File: src/rtl/dcalc_pkg.sv
package dcalc_pkg;

    localparam int MANT_W      = 48;
    localparam int VAL_W       = 47;
    localparam int CNT_W       = 3;
    localparam int FRAC_BITS   = 16;
    localparam logic [CNT_W-1:0] FRAC_DIGITS = 3'd4;

    // shared unit: low word holds the dividend or the multiplier
    localparam int LO_W        = MANT_W + FRAC_BITS;
    localparam int STEP_CW     = $clog2(LO_W);
    localparam int MAG_W       = MANT_W + LO_W - FRAC_BITS;

    localparam logic [63:0] INT_LIMIT = 64'd1 << (47 - FRAC_BITS);
    localparam logic [VAL_W-1:0] VAL_MAX = {VAL_W{1'b1}};
    localparam logic [MANT_W-1:0] MANT_MAX = {MANT_W{1'b1}};

    localparam logic [7:0] CH_MINUS = 8'h2D;
    localparam logic [7:0] CH_PLUS  = 8'h2B;
    localparam logic [7:0] CH_STAR  = 8'h2A;
    localparam logic [7:0] CH_SLASH = 8'h2F;
    localparam logic [7:0] CH_DOT   = 8'h2E;
    localparam logic [7:0] CH_ZERO  = 8'h30;
    localparam logic [7:0] CH_NINE  = 8'h39;

    typedef enum logic [1:0] {
        OP_ADD = 2'd0,
        OP_SUB = 2'd1,
        OP_MUL = 2'd2,
        OP_DIV = 2'd3
    } op_t;

    typedef enum logic [2:0] {
        ST_OK      = 3'd0,
        ST_INVALID = 3'd1,
        ST_DIVZERO = 3'd2,
        ST_NOOP    = 3'd3,
        ST_OVF     = 3'd4
    } status_t;

    typedef enum logic [1:0] {
        MDU_MUL = 2'b01,
        MDU_DIV = 2'b10
    } mdu_mode_t;

    typedef struct packed {
        logic [MANT_W-1:0] first_mant;
        logic [CNT_W-1:0]  first_cnt;
        logic [MANT_W-1:0] second_mant;
        logic [CNT_W-1:0]  second_cnt;
        logic              neg;
        logic              op_seen;
        op_t               op;
        logic              err;
    } parse_state_t;

    function automatic logic [MANT_W-1:0] pow10(input logic [CNT_W-1:0] cnt);
        logic [MANT_W-1:0] p;
        unique case (cnt)
            3'd0: p = 48'd1;
            3'd1: p = 48'd10;
            3'd2: p = 48'd100;
            3'd3: p = 48'd1000;
            3'd4: p = 48'd10000;
            3'd5: p = 48'd100000;
            3'd6: p = 48'd1000000;
            3'd7: p = 48'd10000000;
            default: p = 48'd1;
        endcase
        return p;
    endfunction

    // integer-part limit scaled by 10^cnt
    function automatic logic [63:0] int_lim(input logic [CNT_W-1:0] cnt);
        logic [63:0] l;
        unique case (cnt)
            3'd0: l = INT_LIMIT;
            3'd1: l = INT_LIMIT * 64'd10;
            3'd2: l = INT_LIMIT * 64'd100;
            3'd3: l = INT_LIMIT * 64'd1000;
            3'd4: l = INT_LIMIT * 64'd10000;
            3'd5: l = INT_LIMIT * 64'd100000;
            3'd6: l = INT_LIMIT * 64'd1000000;
            3'd7: l = INT_LIMIT * 64'd10000000;
            default: l = INT_LIMIT;
        endcase
        return l;
    endfunction

endpackage

File: src/rtl/dcalc_in_if.sv
interface dcalc_in_if;
    logic       valid;
    logic       ready;
    logic [7:0] text_byte;
    logic       text_end;

    modport source (output valid, output text_byte, output text_end, input ready);
    modport sink (input valid, input text_byte, input text_end, output ready);
endinterface

File: src/rtl/dcalc_out_if.sv
interface dcalc_out_if;
    logic        valid;
    logic        ready;
    logic [47:0] first_operand;
    logic [46:0] second_operand;
    logic [47:0] result_value;
    logic [1:0]  operator_code;
    logic [2:0]  status;

    modport source (output valid, output first_operand, output second_operand,
                    output result_value, output operator_code, output status,
                    input ready);
    modport sink (input valid, input first_operand, input second_operand,
                  input result_value, input operator_code, input status,
                  output ready);
endinterface

File: src/rtl/decimal_expression_calculator_unit.sv
// characters: one transaction per cycle while the unit is idle, each registered in the parser
// terminator: 2 passes of the shared shift/add-subtract unit (64 steps each) to
// scale both operands, a third pass for multiply or divide; the result is then held
// valid until it is taken, and no characters are taken meanwhile
// asynchronous active-low reset returns the parser to an empty expression
module decimal_expression_calculator_unit (
    input  logic        clk,
    input  logic        rst_n,
    dcalc_in_if.sink    expr,
    dcalc_out_if.source result
);

    typedef enum logic [5:0] {
        S_IDLE   = 6'b000001,
        S_CONV_A = 6'b000010,
        S_CONV_B = 6'b000100,
        S_OPER   = 6'b001000,
        S_RUN_OP = 6'b010000,
        S_OUT    = 6'b100000
    } state_t;

    localparam int SUM_W = dcalc_pkg::MANT_W + 2;
    localparam logic signed [SUM_W-1:0] POS_MAX = SUM_W'(dcalc_pkg::VAL_MAX);
    localparam logic signed [SUM_W-1:0] NEG_MIN = -SUM_W'(dcalc_pkg::VAL_MAX) - 1;
    localparam logic [dcalc_pkg::MAG_W-1:0] MAG_POS = dcalc_pkg::MAG_W'(dcalc_pkg::VAL_MAX);
    localparam logic [dcalc_pkg::MAG_W-1:0] MAG_NEG = MAG_POS + 1'b1;
    localparam logic [47:0] SAT_POS = {1'b0, dcalc_pkg::VAL_MAX};
    localparam logic [47:0] SAT_NEG = {1'b1, {dcalc_pkg::VAL_W{1'b0}}};

    state_t                         state_reg, state_next;
    dcalc_pkg::parse_state_t        pstate;
    logic                           char_valid, term_valid, out_take;

    logic                           mdu_start, mdu_done;
    dcalc_pkg::mdu_mode_t           mdu_mode;
    logic [dcalc_pkg::MANT_W-1:0]   mdu_opnd, mdu_hi;
    logic [dcalc_pkg::LO_W-1:0]     mdu_init, mdu_lo;

    logic [dcalc_pkg::VAL_W-1:0]    qa_reg, qa_next, qb_reg, qb_next;
    logic                           ovf_reg, ovf_next;
    logic                           valid_reg, valid_next;
    logic [47:0]                    first_reg, first_next, res_reg, res_next;
    dcalc_pkg::status_t             st_reg, st_next;

    logic                           ovf_a, ovf_b;
    logic [dcalc_pkg::VAL_W-1:0]    conv_q;
    logic [dcalc_pkg::MANT_W:0]     a_val;
    logic signed [SUM_W-1:0]        as_sum;
    logic [dcalc_pkg::MAG_W-1:0]    mag;
    logic                           mag_ovf;

    assign char_valid = expr.valid && expr.ready && !expr.text_end;
    assign term_valid = expr.valid && expr.ready && expr.text_end;
    assign out_take   = result.valid && result.ready;

    dcalc_parse u_parse (
        .clk        (clk),
        .rst_n      (rst_n),
        .char_valid (char_valid),
        .char_byte  (expr.text_byte),
        .clear      (out_take),
        .pstate     (pstate)
    );

    dcalc_mdu u_mdu (
        .clk   (clk),
        .rst_n (rst_n),
        .start (mdu_start),
        .mode  (mdu_mode),
        .opnd  (mdu_opnd),
        .init  (mdu_init),
        .done  (mdu_done),
        .hi    (mdu_hi),
        .lo    (mdu_lo)
    );

    always_comb
    begin
        ovf_a  = {16'b0, pstate.first_mant} >= dcalc_pkg::int_lim(pstate.first_cnt);
        ovf_b  = {16'b0, pstate.second_mant} >= dcalc_pkg::int_lim(pstate.second_cnt);
        conv_q = mdu_lo[dcalc_pkg::VAL_W-1:0];
        a_val  = pstate.neg ? -{2'b0, qa_reg} : {2'b0, qa_reg};

        if (pstate.op == dcalc_pkg::OP_SUB)
            as_sum = signed'({a_val[dcalc_pkg::MANT_W], a_val}) - signed'(SUM_W'(qb_reg));
        else
            as_sum = signed'({a_val[dcalc_pkg::MANT_W], a_val}) + signed'(SUM_W'(qb_reg));

        // product drops its fraction bits, quotient comes out already scaled
        if (pstate.op == dcalc_pkg::OP_MUL)
            mag = {mdu_hi, mdu_lo[dcalc_pkg::LO_W-1:dcalc_pkg::FRAC_BITS]};
        else
            mag = dcalc_pkg::MAG_W'(mdu_lo);
        mag_ovf = pstate.neg ? (mag > MAG_NEG) : (mag > MAG_POS);

        mdu_start = 1'b0;
        mdu_mode  = dcalc_pkg::MDU_DIV;
        mdu_opnd  = dcalc_pkg::pow10(pstate.first_cnt);
        mdu_init  = {pstate.first_mant, {dcalc_pkg::FRAC_BITS{1'b0}}};

        state_next = state_reg;
        qa_next    = qa_reg;
        qb_next    = qb_reg;
        ovf_next   = ovf_reg;
        valid_next = valid_reg;
        first_next = first_reg;
        res_next   = res_reg;
        st_next    = st_reg;

        unique case (state_reg)
            S_IDLE:
            begin
                if (term_valid)
                begin
                    mdu_start  = 1'b1;
                    ovf_next   = 1'b0;
                    state_next = S_CONV_A;
                end
            end
            S_CONV_A:
            begin
                mdu_opnd = dcalc_pkg::pow10(pstate.second_cnt);
                mdu_init = {pstate.second_mant, {dcalc_pkg::FRAC_BITS{1'b0}}};
                if (mdu_done)
                begin
                    qa_next    = ovf_a ? dcalc_pkg::VAL_MAX : conv_q;
                    ovf_next   = ovf_a;
                    mdu_start  = 1'b1;
                    state_next = S_CONV_B;
                end
            end
            S_CONV_B:
            begin
                if (mdu_done)
                begin
                    qb_next    = ovf_b ? dcalc_pkg::VAL_MAX : conv_q;
                    ovf_next   = ovf_reg | ovf_b;
                    state_next = S_OPER;
                end
            end
            S_OPER:
            begin
                first_next = a_val[47:0];
                res_next   = '0;
                if (pstate.op == dcalc_pkg::OP_MUL)
                begin
                    mdu_mode = dcalc_pkg::MDU_MUL;
                    mdu_opnd = {1'b0, qa_reg};
                    mdu_init = dcalc_pkg::LO_W'(qb_reg);
                end
                else
                begin
                    mdu_opnd = {1'b0, qb_reg};
                    mdu_init = dcalc_pkg::LO_W'({qa_reg, {dcalc_pkg::FRAC_BITS{1'b0}}});
                end
                priority if (pstate.err)
                begin
                    st_next    = dcalc_pkg::ST_INVALID;
                    valid_next = 1'b1;
                    state_next = S_OUT;
                end
                else if (!pstate.op_seen)
                begin
                    st_next    = dcalc_pkg::ST_NOOP;
                    valid_next = 1'b1;
                    state_next = S_OUT;
                end
                else if (pstate.op == dcalc_pkg::OP_DIV && qb_reg == '0)
                begin
                    st_next    = dcalc_pkg::ST_DIVZERO;
                    valid_next = 1'b1;
                    state_next = S_OUT;
                end
                else if (pstate.op == dcalc_pkg::OP_MUL || pstate.op == dcalc_pkg::OP_DIV)
                begin
                    mdu_start  = 1'b1;
                    state_next = S_RUN_OP;
                end
                else
                begin
                    priority if (as_sum > POS_MAX)
                    begin
                        res_next = SAT_POS;
                        st_next  = dcalc_pkg::ST_OVF;
                    end
                    else if (as_sum < NEG_MIN)
                    begin
                        res_next = SAT_NEG;
                        st_next  = dcalc_pkg::ST_OVF;
                    end
                    else
                    begin
                        res_next = as_sum[47:0];
                        st_next  = ovf_reg ? dcalc_pkg::ST_OVF : dcalc_pkg::ST_OK;
                    end
                    valid_next = 1'b1;
                    state_next = S_OUT;
                end
            end
            S_RUN_OP:
            begin
                if (mdu_done)
                begin
                    if (mag_ovf)
                        res_next = pstate.neg ? SAT_NEG : SAT_POS;
                    else if (pstate.neg)
                        res_next = -mag[47:0];
                    else
                        res_next = mag[47:0];
                    st_next    = (mag_ovf || ovf_reg) ? dcalc_pkg::ST_OVF : dcalc_pkg::ST_OK;
                    valid_next = 1'b1;
                    state_next = S_OUT;
                end
            end
            S_OUT:
            begin
                if (out_take)
                begin
                    valid_next = 1'b0;
                    state_next = S_IDLE;
                end
            end
            default:
            begin
                state_next = S_IDLE;
            end
        endcase
    end

    always_ff @(posedge clk or negedge rst_n)
    begin
        if (!rst_n)
        begin
            state_reg <= S_IDLE;
            valid_reg <= 1'b0;
            ovf_reg   <= 1'b0;
        end
        else
        begin
            state_reg <= state_next;
            valid_reg <= valid_next;
            ovf_reg   <= ovf_next;
        end
    end

    always_ff @(posedge clk)
    begin
        qa_reg    <= qa_next;
        qb_reg    <= qb_next;
        first_reg <= first_next;
        res_reg   <= res_next;
        st_reg    <= st_next;
    end

    assign expr.ready            = (state_reg == S_IDLE);
    assign result.valid          = valid_reg;
    assign result.first_operand  = first_reg;
    assign result.second_operand = qb_reg;
    assign result.result_value   = res_reg;
    assign result.operator_code  = pstate.op;
    assign result.status         = st_reg;

endmodule

File: src/rtl/dcalc_mdu.sv
module dcalc_mdu (
    input  logic                           clk,
    input  logic                           rst_n,
    input  logic                           start,
    input  dcalc_pkg::mdu_mode_t           mode,
    input  logic [dcalc_pkg::MANT_W-1:0]   opnd,
    input  logic [dcalc_pkg::LO_W-1:0]     init,
    output logic                           done,
    output logic [dcalc_pkg::MANT_W-1:0]   hi,
    output logic [dcalc_pkg::LO_W-1:0]     lo
);

    logic                              run_reg, run_next;
    logic                              done_reg, done_next;
    logic [dcalc_pkg::STEP_CW-1:0]     cnt_reg, cnt_next;
    dcalc_pkg::mdu_mode_t              mode_reg, mode_next;
    logic [dcalc_pkg::MANT_W-1:0]      opnd_reg, opnd_next;
    logic [dcalc_pkg::MANT_W-1:0]      hi_reg, hi_next;
    logic [dcalc_pkg::LO_W-1:0]        lo_reg, lo_next;
    logic [dcalc_pkg::MANT_W:0]        trial, diff, sum;
    logic                              ge;

    always_comb
    begin
        // restoring divide step
        trial = {hi_reg, lo_reg[dcalc_pkg::LO_W-1]};
        diff  = trial - {1'b0, opnd_reg};
        ge    = (trial >= {1'b0, opnd_reg});
        // shift-add multiply step
        sum   = {1'b0, hi_reg} + (lo_reg[0] ? {1'b0, opnd_reg} : '0);

        run_next  = run_reg;
        done_next = 1'b0;
        cnt_next  = cnt_reg;
        mode_next = mode_reg;
        opnd_next = opnd_reg;
        hi_next   = hi_reg;
        lo_next   = lo_reg;
        if (start)
        begin
            run_next  = 1'b1;
            cnt_next  = '0;
            mode_next = mode;
            opnd_next = opnd;
            hi_next   = '0;
            lo_next   = init;
        end
        else if (run_reg)
        begin
            unique case (mode_reg)
                dcalc_pkg::MDU_DIV:
                begin
                    hi_next = ge ? diff[dcalc_pkg::MANT_W-1:0] : trial[dcalc_pkg::MANT_W-1:0];
                    lo_next = {lo_reg[dcalc_pkg::LO_W-2:0], ge};
                end
                dcalc_pkg::MDU_MUL:
                begin
                    hi_next = sum[dcalc_pkg::MANT_W:1];
                    lo_next = {sum[0], lo_reg[dcalc_pkg::LO_W-1:1]};
                end
                default:
                begin
                    hi_next = hi_reg;
                    lo_next = lo_reg;
                end
            endcase
            cnt_next = cnt_reg + 1'b1;
            if (cnt_reg == dcalc_pkg::STEP_CW'(dcalc_pkg::LO_W - 1))
            begin
                run_next  = 1'b0;
                done_next = 1'b1;
            end
        end
    end

    always_ff @(posedge clk or negedge rst_n)
    begin
        if (!rst_n)
        begin
            run_reg  <= 1'b0;
            done_reg <= 1'b0;
            cnt_reg  <= '0;
            mode_reg <= dcalc_pkg::MDU_MUL;
        end
        else
        begin
            run_reg  <= run_next;
            done_reg <= done_next;
            cnt_reg  <= cnt_next;
            mode_reg <= mode_next;
        end
    end

    always_ff @(posedge clk)
    begin
        opnd_reg <= opnd_next;
        hi_reg   <= hi_next;
        lo_reg   <= lo_next;
    end

    assign done = done_reg;
    assign hi   = hi_reg;
    assign lo   = lo_reg;

endmodule

File: src/rtl/dcalc_parse.sv
module dcalc_parse (
    input  logic                    clk,
    input  logic                    rst_n,
    input  logic                    char_valid,
    input  logic [7:0]              char_byte,
    input  logic                    clear,
    output dcalc_pkg::parse_state_t pstate
);

    typedef struct packed {
        logic [dcalc_pkg::MANT_W-1:0] mant;
        logic [dcalc_pkg::CNT_W-1:0]  cnt;
    } acc_t;

    logic [dcalc_pkg::MANT_W-1:0] first_mant_reg, first_mant_next;
    logic [dcalc_pkg::CNT_W-1:0]  first_cnt_reg, first_cnt_next;
    logic [dcalc_pkg::MANT_W-1:0] second_mant_reg, second_mant_next;
    logic [dcalc_pkg::CNT_W-1:0]  second_cnt_reg, second_cnt_next;
    logic                         neg_reg, neg_next;
    logic                         in_frac_reg, in_frac_next;
    logic                         op_seen_reg, op_seen_next;
    dcalc_pkg::op_t               op_reg, op_next;
    logic                         at_start_reg, at_start_next;
    logic                         err_reg, err_next;

    logic                         is_op;
    dcalc_pkg::op_t               op_code;
    logic                         is_digit;
    logic [3:0]                   digit;
    acc_t                         acc_in, acc_out;

    function automatic acc_t add_digit(input acc_t a, input logic [3:0] d, input logic frac);
        acc_t  r;
        logic [dcalc_pkg::MANT_W+3:0] t;
        r = a;
        t = ({4'b0, a.mant} << 3) + ({4'b0, a.mant} << 1) + {{dcalc_pkg::MANT_W{1'b0}}, d};
        if (!frac)
        begin
            if ({16'b0, a.mant} < dcalc_pkg::INT_LIMIT)
                r.mant = t[dcalc_pkg::MANT_W-1:0];
        end
        else if (a.cnt < dcalc_pkg::FRAC_DIGITS
                 && {16'b0, a.mant} < dcalc_pkg::int_lim(a.cnt)
                 && t <= {4'b0, dcalc_pkg::MANT_MAX})
        begin
            r.mant = t[dcalc_pkg::MANT_W-1:0];
            r.cnt  = a.cnt + 1'b1;
        end
        return r;
    endfunction

    always_comb
    begin
        is_op   = 1'b1;
        op_code = dcalc_pkg::OP_ADD;
        priority if (char_byte == dcalc_pkg::CH_PLUS)  op_code = dcalc_pkg::OP_ADD;
        else if (char_byte == dcalc_pkg::CH_MINUS)     op_code = dcalc_pkg::OP_SUB;
        else if (char_byte == dcalc_pkg::CH_STAR)      op_code = dcalc_pkg::OP_MUL;
        else if (char_byte == dcalc_pkg::CH_SLASH)     op_code = dcalc_pkg::OP_DIV;
        else                                           is_op = 1'b0;

        is_digit = (char_byte >= dcalc_pkg::CH_ZERO) && (char_byte <= dcalc_pkg::CH_NINE);
        digit    = char_byte[3:0];

        acc_in.mant = op_seen_reg ? second_mant_reg : first_mant_reg;
        acc_in.cnt  = op_seen_reg ? second_cnt_reg : first_cnt_reg;
        acc_out     = add_digit(acc_in, digit, in_frac_reg);

        first_mant_next  = first_mant_reg;
        first_cnt_next   = first_cnt_reg;
        second_mant_next = second_mant_reg;
        second_cnt_next  = second_cnt_reg;
        neg_next         = neg_reg;
        in_frac_next     = in_frac_reg;
        op_seen_next     = op_seen_reg;
        op_next          = op_reg;
        at_start_next    = at_start_reg;
        err_next         = err_reg;

        if (clear)
        begin
            first_mant_next  = '0;
            first_cnt_next   = '0;
            second_mant_next = '0;
            second_cnt_next  = '0;
            neg_next         = 1'b0;
            in_frac_next     = 1'b0;
            op_seen_next     = 1'b0;
            op_next          = dcalc_pkg::OP_ADD;
            at_start_next    = 1'b1;
            err_next         = 1'b0;
        end
        else if (char_valid)
        begin
            at_start_next = 1'b0;
            if (!err_reg)
            begin
                // leading minus is a sign, a later one is subtract, or an error after another operator
                priority if (at_start_reg && char_byte == dcalc_pkg::CH_MINUS)
                    neg_next = 1'b1;
                else if (is_op)
                begin
                    if (op_seen_reg)
                        err_next = 1'b1;
                    else
                    begin
                        op_seen_next = 1'b1;
                        op_next      = op_code;
                        in_frac_next = 1'b0;
                    end
                end
                else if (char_byte == dcalc_pkg::CH_DOT)
                    in_frac_next = 1'b1;
                else if (is_digit)
                begin
                    if (op_seen_reg)
                    begin
                        second_mant_next = acc_out.mant;
                        second_cnt_next  = acc_out.cnt;
                    end
                    else
                    begin
                        first_mant_next = acc_out.mant;
                        first_cnt_next  = acc_out.cnt;
                    end
                end
                else
                    err_next = 1'b1;
            end
        end
    end

    always_ff @(posedge clk or negedge rst_n)
    begin
        if (!rst_n)
        begin
            first_mant_reg  <= '0;
            first_cnt_reg   <= '0;
            second_mant_reg <= '0;
            second_cnt_reg  <= '0;
            neg_reg         <= 1'b0;
            in_frac_reg     <= 1'b0;
            op_seen_reg     <= 1'b0;
            op_reg          <= dcalc_pkg::OP_ADD;
            at_start_reg    <= 1'b1;
            err_reg         <= 1'b0;
        end
        else
        begin
            first_mant_reg  <= first_mant_next;
            first_cnt_reg   <= first_cnt_next;
            second_mant_reg <= second_mant_next;
            second_cnt_reg  <= second_cnt_next;
            neg_reg         <= neg_next;
            in_frac_reg     <= in_frac_next;
            op_seen_reg     <= op_seen_next;
            op_reg          <= op_next;
            at_start_reg    <= at_start_next;
            err_reg         <= err_next;
        end
    end

    assign pstate.first_mant  = first_mant_reg;
    assign pstate.first_cnt   = first_cnt_reg;
    assign pstate.second_mant = second_mant_reg;
    assign pstate.second_cnt  = second_cnt_reg;
    assign pstate.neg         = neg_reg;
    assign pstate.op_seen     = op_seen_reg;
    assign pstate.op          = op_reg;
    assign pstate.err         = err_reg;

endmodule
File: src/flat_wrapper.sv
// flat-port wrapper written by rule: the top's interface ports become plain ports
module decimal_expression_calculator_unit_flat 
  (clk, rst_n, expr_valid, expr_text_byte, expr_text_end, expr_ready, result_valid, result_first_operand, result_second_operand, result_result_value, result_operator_code, result_status, result_ready);
  dcalc_in_if expr_i ();
  dcalc_out_if result_i ();
  input  logic clk;
  input  logic rst_n;
  input wire logic [$bits(expr_i.valid)-1:0] expr_valid;
  input wire logic [$bits(expr_i.text_byte)-1:0] expr_text_byte;
  input wire logic [$bits(expr_i.text_end)-1:0] expr_text_end;
  output wire logic [$bits(expr_i.ready)-1:0] expr_ready;
  output wire logic [$bits(result_i.valid)-1:0] result_valid;
  output wire logic [$bits(result_i.first_operand)-1:0] result_first_operand;
  output wire logic [$bits(result_i.second_operand)-1:0] result_second_operand;
  output wire logic [$bits(result_i.result_value)-1:0] result_result_value;
  output wire logic [$bits(result_i.operator_code)-1:0] result_operator_code;
  output wire logic [$bits(result_i.status)-1:0] result_status;
  input wire logic [$bits(result_i.ready)-1:0] result_ready;
  assign expr_i.valid = expr_valid;
  assign expr_i.text_byte = expr_text_byte;
  assign expr_i.text_end = expr_text_end;
  assign expr_ready = expr_i.ready;
  assign result_valid = result_i.valid;
  assign result_first_operand = result_i.first_operand;
  assign result_second_operand = result_i.second_operand;
  assign result_result_value = result_i.result_value;
  assign result_operator_code = result_i.operator_code;
  assign result_status = result_i.status;
  assign result_i.ready = result_ready;
  decimal_expression_calculator_unit u_core (.clk(clk), .rst_n(rst_n), .expr(expr_i), .result(result_i));
endmodule
File: config.mk
export PLATFORM = sky130hd
export DESIGN_NAME = decimal_expression_calculator_unit_flat
export DESIGN_NICKNAME = d
export VERILOG_FILES = /design/src/rtl/dcalc_pkg.sv /design/src/rtl/dcalc_in_if.sv /design/src/rtl/dcalc_out_if.sv /design/src/rtl/decimal_expression_calculator_unit.sv /design/src/rtl/dcalc_mdu.sv /design/src/rtl/dcalc_parse.sv /design/src/flat_wrapper.sv
export SDC_FILE = /design/constraint.sdc
export NUM_CORES = 2
export LEC_CHECK = 0
export BUFFER_PORTS_ARGS = -buffer_cell sky130_fd_sc_hd__buf_2
export CAP_MARGIN = 20
export CORE_MARGIN = 2
export CORE_UTILIZATION = 65
export DETAILED_ROUTE_END_ITERATION = 12
export PLACE_DENSITY_LB_ADDON = 0.25
export SYNTH_ARGS = -nofsm -noshare
export SYNTH_HDL_FRONTEND = slang
export SYNTH_HIERARCHICAL = 1
export SYNTH_SLANG_ARGS = --single-unit
File: constraint.sdc
create_clock -name clk -period 8.7 [get_ports clk]
set_input_delay 0.87 -clock clk [delete_from_list [all_inputs] [get_ports clk]]
set_output_delay 0.87 -clock clk [all_outputs]
set_load 0.01 [all_outputs]
# Yosys cells after proc, flatten, opt, wreduce, memory -nomap -nowiden
# Memory sizes are Yosys's and may differ from the RTL's.
# Index checks and enable logic that the tools add are counted.
# Widths: inputs -> output; s select.
# classes
reduce_logical,40
n_bitwise,1
eq_ne,29
n_mux,152
addsub,10
magnitude_cmp,13
# op_table
cell,count
$mux 48,31
$pmux 48 s2,3
$pmux 64 s2,2
$mux 64,3
$ge 48x64->1,2
$gt 96x47->1 const B,1
$gt 96x48->1 const B,1
$mux 96,1
$mux 3,27
$mux 6,11
$lt 48x64->1,1
$mux 63,1
$add 51x49->52,1
$add 52x4->52,1
$le 52x48->1 const B,1
$mux 1,52
$mux 51,1
$add 49x48->50,1
$gt 50x48->1 const B,1
$lt 50x48->1 const B,1
$mux 50,1
$sub 49x48->50,1
$add 48x48->49,1
$ge 49x48->1,1
40 further kinds,98
# totals
reg_bits,480
romBits,840
inputBits,13
mem_count,5
# mem_list
name,words,width,rd,rd_ports_with_merged_regs,wr,line_no,rtl
(no name shown),8,21,1,0,0,dcalc_pkg.sv:76,unique case (cnt)
(no name shown),8,21,1,0,0,dcalc_pkg.sv:76,
(no name shown),8,21,1,0,0,dcalc_pkg.sv:59,unique case (cnt)
(no name shown),8,21,1,0,0,dcalc_pkg.sv:59,
(no name shown),8,21,1,0,0,dcalc_pkg.sv:76,

# Depth between registers and ports, before layout
# An unclocked memory read counts as a cell.
# depth
ltp_word,16
ltp_mapped,23

# By module
# The synthesis kept the hierarchy.
# modules_own_cells
module,area_per_inst_um2,n_inst,cells_each
decimal_expression_calculator_unit,18755.5,1,2203
dcalc_mdu,13530.5,1,1587
dcalc_parse,9380.2,1,1060

# Least setup slack after synthesis
# OpenSTA, ideal clock, no wires.
# synth_path
path_type,register to register
startpoint,reg u_core.state_reg[1]
endpoint,"reg u_core.u_mdu.lo_reg, in the netlist u_core/u_mdu/lo[0] (enable)"
synth_period_minus_slack_ns,5.982
n_path_buf,3
path_slack_ns,2.718
path_stages_with_launch,11
setup_time_ns,0.424
required_time_ns,8.276
arrival_ns,5.558
path_cell_list,dfrtp_1 nor4_1 nand3b_1 clkbuf_1 inv_1 nand4_1 nand2_1 clkbuf_1 clkbuf_1 inv_1 nand2_1
# synth_between
elab_chain_cells,7
# synth_rtl
item,line_no,rtl
"start, declared",decimal_expression_calculator_unit.sv:30,"state_t state_reg, state_next;"
"start signal, assigned",decimal_expression_calculator_unit.sv:240,state_reg <= state_next;
$eq 6x1->1,"decimal_expression_calculator_unit.sv:110, decimal_expression_calculator_unit.sv:255",
$logic_and 1x1->1 (2 in a row),decimal_expression_calculator_unit.sv:53,assign term_valid = expr.valid && expr.ready && expr.text_end;
$mux 1,decimal_expression_calculator_unit.sv:113,if (term_valid)
$pmux 1 s3 (*),decimal_expression_calculator_unit.sv:110,unique case (state_reg)
net u_core.mdu_start,decimal_expression_calculator_unit.sv:34,"logic mdu_start, mdu_done;"
$reduce_bool 3->1 (no line) or $reduce_bool 2->1 (tied branches),--,
$reduce_and 2->1 (no line) (*),--,
"end signal, assigned",dcalc_mdu.sv:98,lo_reg <= lo_next;
"end, declared",dcalc_mdu.sv:19,"logic [dcalc_pkg::LO_W-1:0] lo_reg, lo_next;"
# The timed path passes the listed nets; every way through them passes the cells marked *.
# A chain may end at the register's enable or synchronous reset.

# Worst setup path in the final report
# layout_path
startpoint,reg u_core/qa_reg[5] (netlist bit)
endpoint,"reg u_core.st_reg[2], in the netlist u_core/result.status[2] (data pin)"
# layout_between
elab_chain_cells,12
# layout_rtl
item,line_no,rtl
"start, declared",decimal_expression_calculator_unit.sv:39,"logic [dcalc_pkg::VAL_W-1:0] qa_reg, qa_next, qb_reg, qb_next;"
"start signal, assigned",decimal_expression_calculator_unit.sv:248,qa_reg <= qa_next;
$neg 47->49 (*),decimal_expression_calculator_unit.sv:82,"a_val = pstate.neg ? -{2'b0, qa_reg} : {2'b0, qa_reg};"
$mux 49 (*),decimal_expression_calculator_unit.sv:82,
"net u_core.a_val, one bit",decimal_expression_calculator_unit.sv:47,logic [dcalc_pkg::MANT_W:0] a_val;
$add 49x48->50 or $sub 49x48->50 (tied branches),"decimal_expression_calculator_unit.sv:87, decimal_expression_calculator_unit.sv:85",
$mux 50 (*),decimal_expression_calculator_unit.sv:84,if (pstate.op == dcalc_pkg::OP_SUB)
$lt 50x48->1,decimal_expression_calculator_unit.sv:186,else if (as_sum < NEG_MIN)
$mux 3,decimal_expression_calculator_unit.sv:186,
$mux 3 (*),decimal_expression_calculator_unit.sv:181,priority if (as_sum > POS_MAX)
$mux 3 (*),decimal_expression_calculator_unit.sv:174,else if (pstate.op == dcalc_pkg::OP_MUL || pstate.op == dcalc_pkg::OP_DIV)
$mux 3 (*),decimal_expression_calculator_unit.sv:168,else if (pstate.op == dcalc_pkg::OP_DIV && qb_reg == '0)
$mux 3 (*),decimal_expression_calculator_unit.sv:162,else if (!pstate.op_seen)
$mux 3 (*),decimal_expression_calculator_unit.sv:156,priority if (pstate.err)
$pmux 3 s2 (*),decimal_expression_calculator_unit.sv:110,
net u_core.st_next[2],decimal_expression_calculator_unit.sv:43,"dcalc_pkg::status_t st_reg, st_next;"
"end signal, assigned",decimal_expression_calculator_unit.sv:252,st_reg <= st_next;
"end, declared",decimal_expression_calculator_unit.sv:43,
# The timed path passes the listed nets; every way through them passes the cells marked *. The select of a mux whose other input is x is not followed.

==> results.yml <==
synthesis:
  synth_cells: 4850
  yosys.area.top_type: "edfxtp_1"
  async_flop_share_pct: 26.46
  synth_fp_nets: 5175
  synthMostInstantiatedCell: "nand2_1"
  syn_area_per_cell_um2: 8.591
  ys_types: 120
  synth_seq_cells: 480
  synth-main-ff-cell: "edfxtp_1"
  synth_enable_flop_cells: 305
  yosysWarningCount: 6
  synth_area_leaders: "edfxtp_1, ha_1, dfrtp_1, nand2_1, a21oi_1"
  syn_area_um2: 41670
  synth_top_area_share_pct: 21.98
  yosys-top-cells-count: "nand2_1, a21oi_1, o21ai_0"
  yosysSeqAreaShare_pct: 31.92
sta:
  clock-skew-final_ns: 0.03766
  finalMaxSlewViolations: 0
  tns_ns: 0
  period_needed_ns: 6.829
  fmax_mhz: 146.4
  finalCritPeriodShare_pct: 78.49
  fin_ws_ns: 1.871
  tightest_slew_ns: 1.079
  slew_headroom_pct: 28.05
  setup-violations-final: 0
  grt_setup_unrepaired: "false"
  hold_viol: 0
  whs_ns: 0.2416
placed_design:
  portBuffers: 162
  hpwl_um: 118100
  placed_area_um2: 42650
  dpl.cell_count: 5612
  place_congestion: 1.055
  pre_cts_ws_ns: 2.144
power_and_ir_drop:
  power_mw: 10.88
  power_density_nw_per_um2: 244.3
  vdd.ir_drop.worst_mv: 0.2165
  p_leak_nw: 18.53
global_route:
  grt_max_degree: 91
  grtUsageTotal_pct: 45.60
  grt_pass1_wl_um: 231100
  grt.overflow.total: 0
  grt_antenna_before_repair: 7
  grt_pass1_vias: 37030
detailed_routing:
  dr.pass1.iters: 10
  route.detailed.drc: 0
  vias: 40885
  drt_iter0_markers: 6695
  wl_per_cell_um: 27.21
  routed_via_density: 7.150
  wirelength_um: 155600
  ant_nets: 0
worst_setup_path:
  worstPathArrival_ns: 7.17
  rr_startpoint: "u_core/qa_reg[5]"
  path_class: "reg2reg"
  reg2reg_to: "u_core/result.status[2]"
  worst-path-max-fanout: 7
  cp-end-kind: "register"
  r2r_cells: 17
  start_kind: "register"
  required_ns: 9.05
  rrSetupSlack_ns: 1.87
clock_network:
  cts-resized-gates: 0
  htree_levels: 2
  cts_buffers: 54
  cts_max_path_buffers: 3
  cts_hold_buf: 0
  post_cts_buffers: 0
  cts-root-buf: "clkbuf_16"
  numClockSinks: 480
  clock_latency_ns: 0.65
  cts_tree: "yes"
  clk_pin_slew_ns: 0.06
floorplan:
  die_w_um: 257.2
  die_y_um: 257.2
  dieArea_um2: 66140
  placementRows: 92
  ios: 163
  start_util_pct: 65.93
  fp.coreArea_um2: 63200
job:
  cap_viol_max_count: 0
layout:
  fin_cells: 5718
  largest_reg_flops: 64
  nets: 5149
  regArea_um2: 13310
  fin_util_pct: 70.45
  finalInstanceArea_um2: 44520
  syn2layout_area_growth_pct: 6.853
  drive_gt1_share_pct: 11.95
  fillers: 5079
  multi_input_area_um2: 26510
run_status:
  status: "finished clean"
hold_path:
  hp-class: "in2async"
worst max-delay path by stage:
stage / start / endpoint / cells past startpoint
2_1_floorplan: u_core/state_reg[1] / u_core/u_mdu/lo[0] / 10
3_3_place_gp: u_core/qa_reg[8] / u_core/result.result_value[46] / 18
3_5_place_dp: u_core/qa_reg[5] / u_core/result.result_value[46] / 18
4_1_cts: u_core/qa_reg[2] / u_core/result.result_value[46] / 18
5_1_grt: u_core/qa_reg[5] / u_core/result.result_value[46] / 18
6_report: u_core/qa_reg[5] / u_core/result.status[2] / 17
layout by cell type, fill, tap and decap left out, types with 59 or more instances in the layout:
cell type	count
nand2b_1	59
buf_2	161
a21oi_1	427
inv_1	164
nor4_1	60
nor3_1	113
xor2_1	96
edfxtp_1	305
mux2i_1	152
o21ai_0	367
a21o_1	78
nand2_1	582
nand3_1	68
xnor2_1	171
nor2_1	267
or2_2	106
dfrtp_1	122
nand4_1	78
ha_1	306
and2_1	86
logic make-up after synthesis:
kind of cell | Yosys count | share of synthesized area (%)
multiplexers | 204 | 5.057
other | 1 | 0.009000
AO/OA/AOI/OAI | 1513 | 24.10
buffers and inverters | 457 | 4.627
adder cells (fa/ha/maj) | 312 | 9.459
flip-flops | 480 | 31.92
XOR/XNOR | 268 | 5.679
AND/OR/NAND/NOR | 1615 | 19.15
worst max-delay path, stage by stage (launching register included):
cell	delay, ns
edfxtp_1	0.45
nor4_2	0.60
nand3_1	0.30
nand2b_1	0.33
or3_1	0.45
or3_1	0.53
o31ai_1	0.33
xnor2_1	0.23
ha_1	0.39
a21oi_1	0.44
o21ai_0	0.23
a221oi_1	0.31
o21ai_0	0.17
a31oi_1	0.19
a21boi_0	0.16
or3_1	0.43
mux2i_1	0.77
a221oi_1	0.21
final cells by class:
class	count	area share, %
Antenna cell	3	0.01686
Clock buffer	71	3.178
Clock inverter	30	0.9527
Inverter	166	1.400
Multi-Input combinational cell	3913	59.54
Sequential cell	480	29.89
Tap cell	846	2.378
Timing Repair Buffer	209	2.647
metal layers:
metal / GRT usage, % / vias to the layer above / part of all wire [%]
met5: 0 / - / 0.064
met4: 22.14 / 11 / 5.9
met2: 68.93 / 2915 / 43
met3: 10.89 / 485 / 13
met1: 61.47 / 19486 / 38
li1: - / 17988 / -
power by group:
| group | internal [mW] | leakage [nW] | switching [mW] |
|---|---|---|---|
| clock network | 1.42 | 0.887 | 1.01 |
| logic | 1.86 | 12.7 | 2.90 |
| registers | 2.95 | 4.94 | 0.740 |
| total | 6.23 | 18.5 | 4.65 |
(Power assumes the default switching activity.)
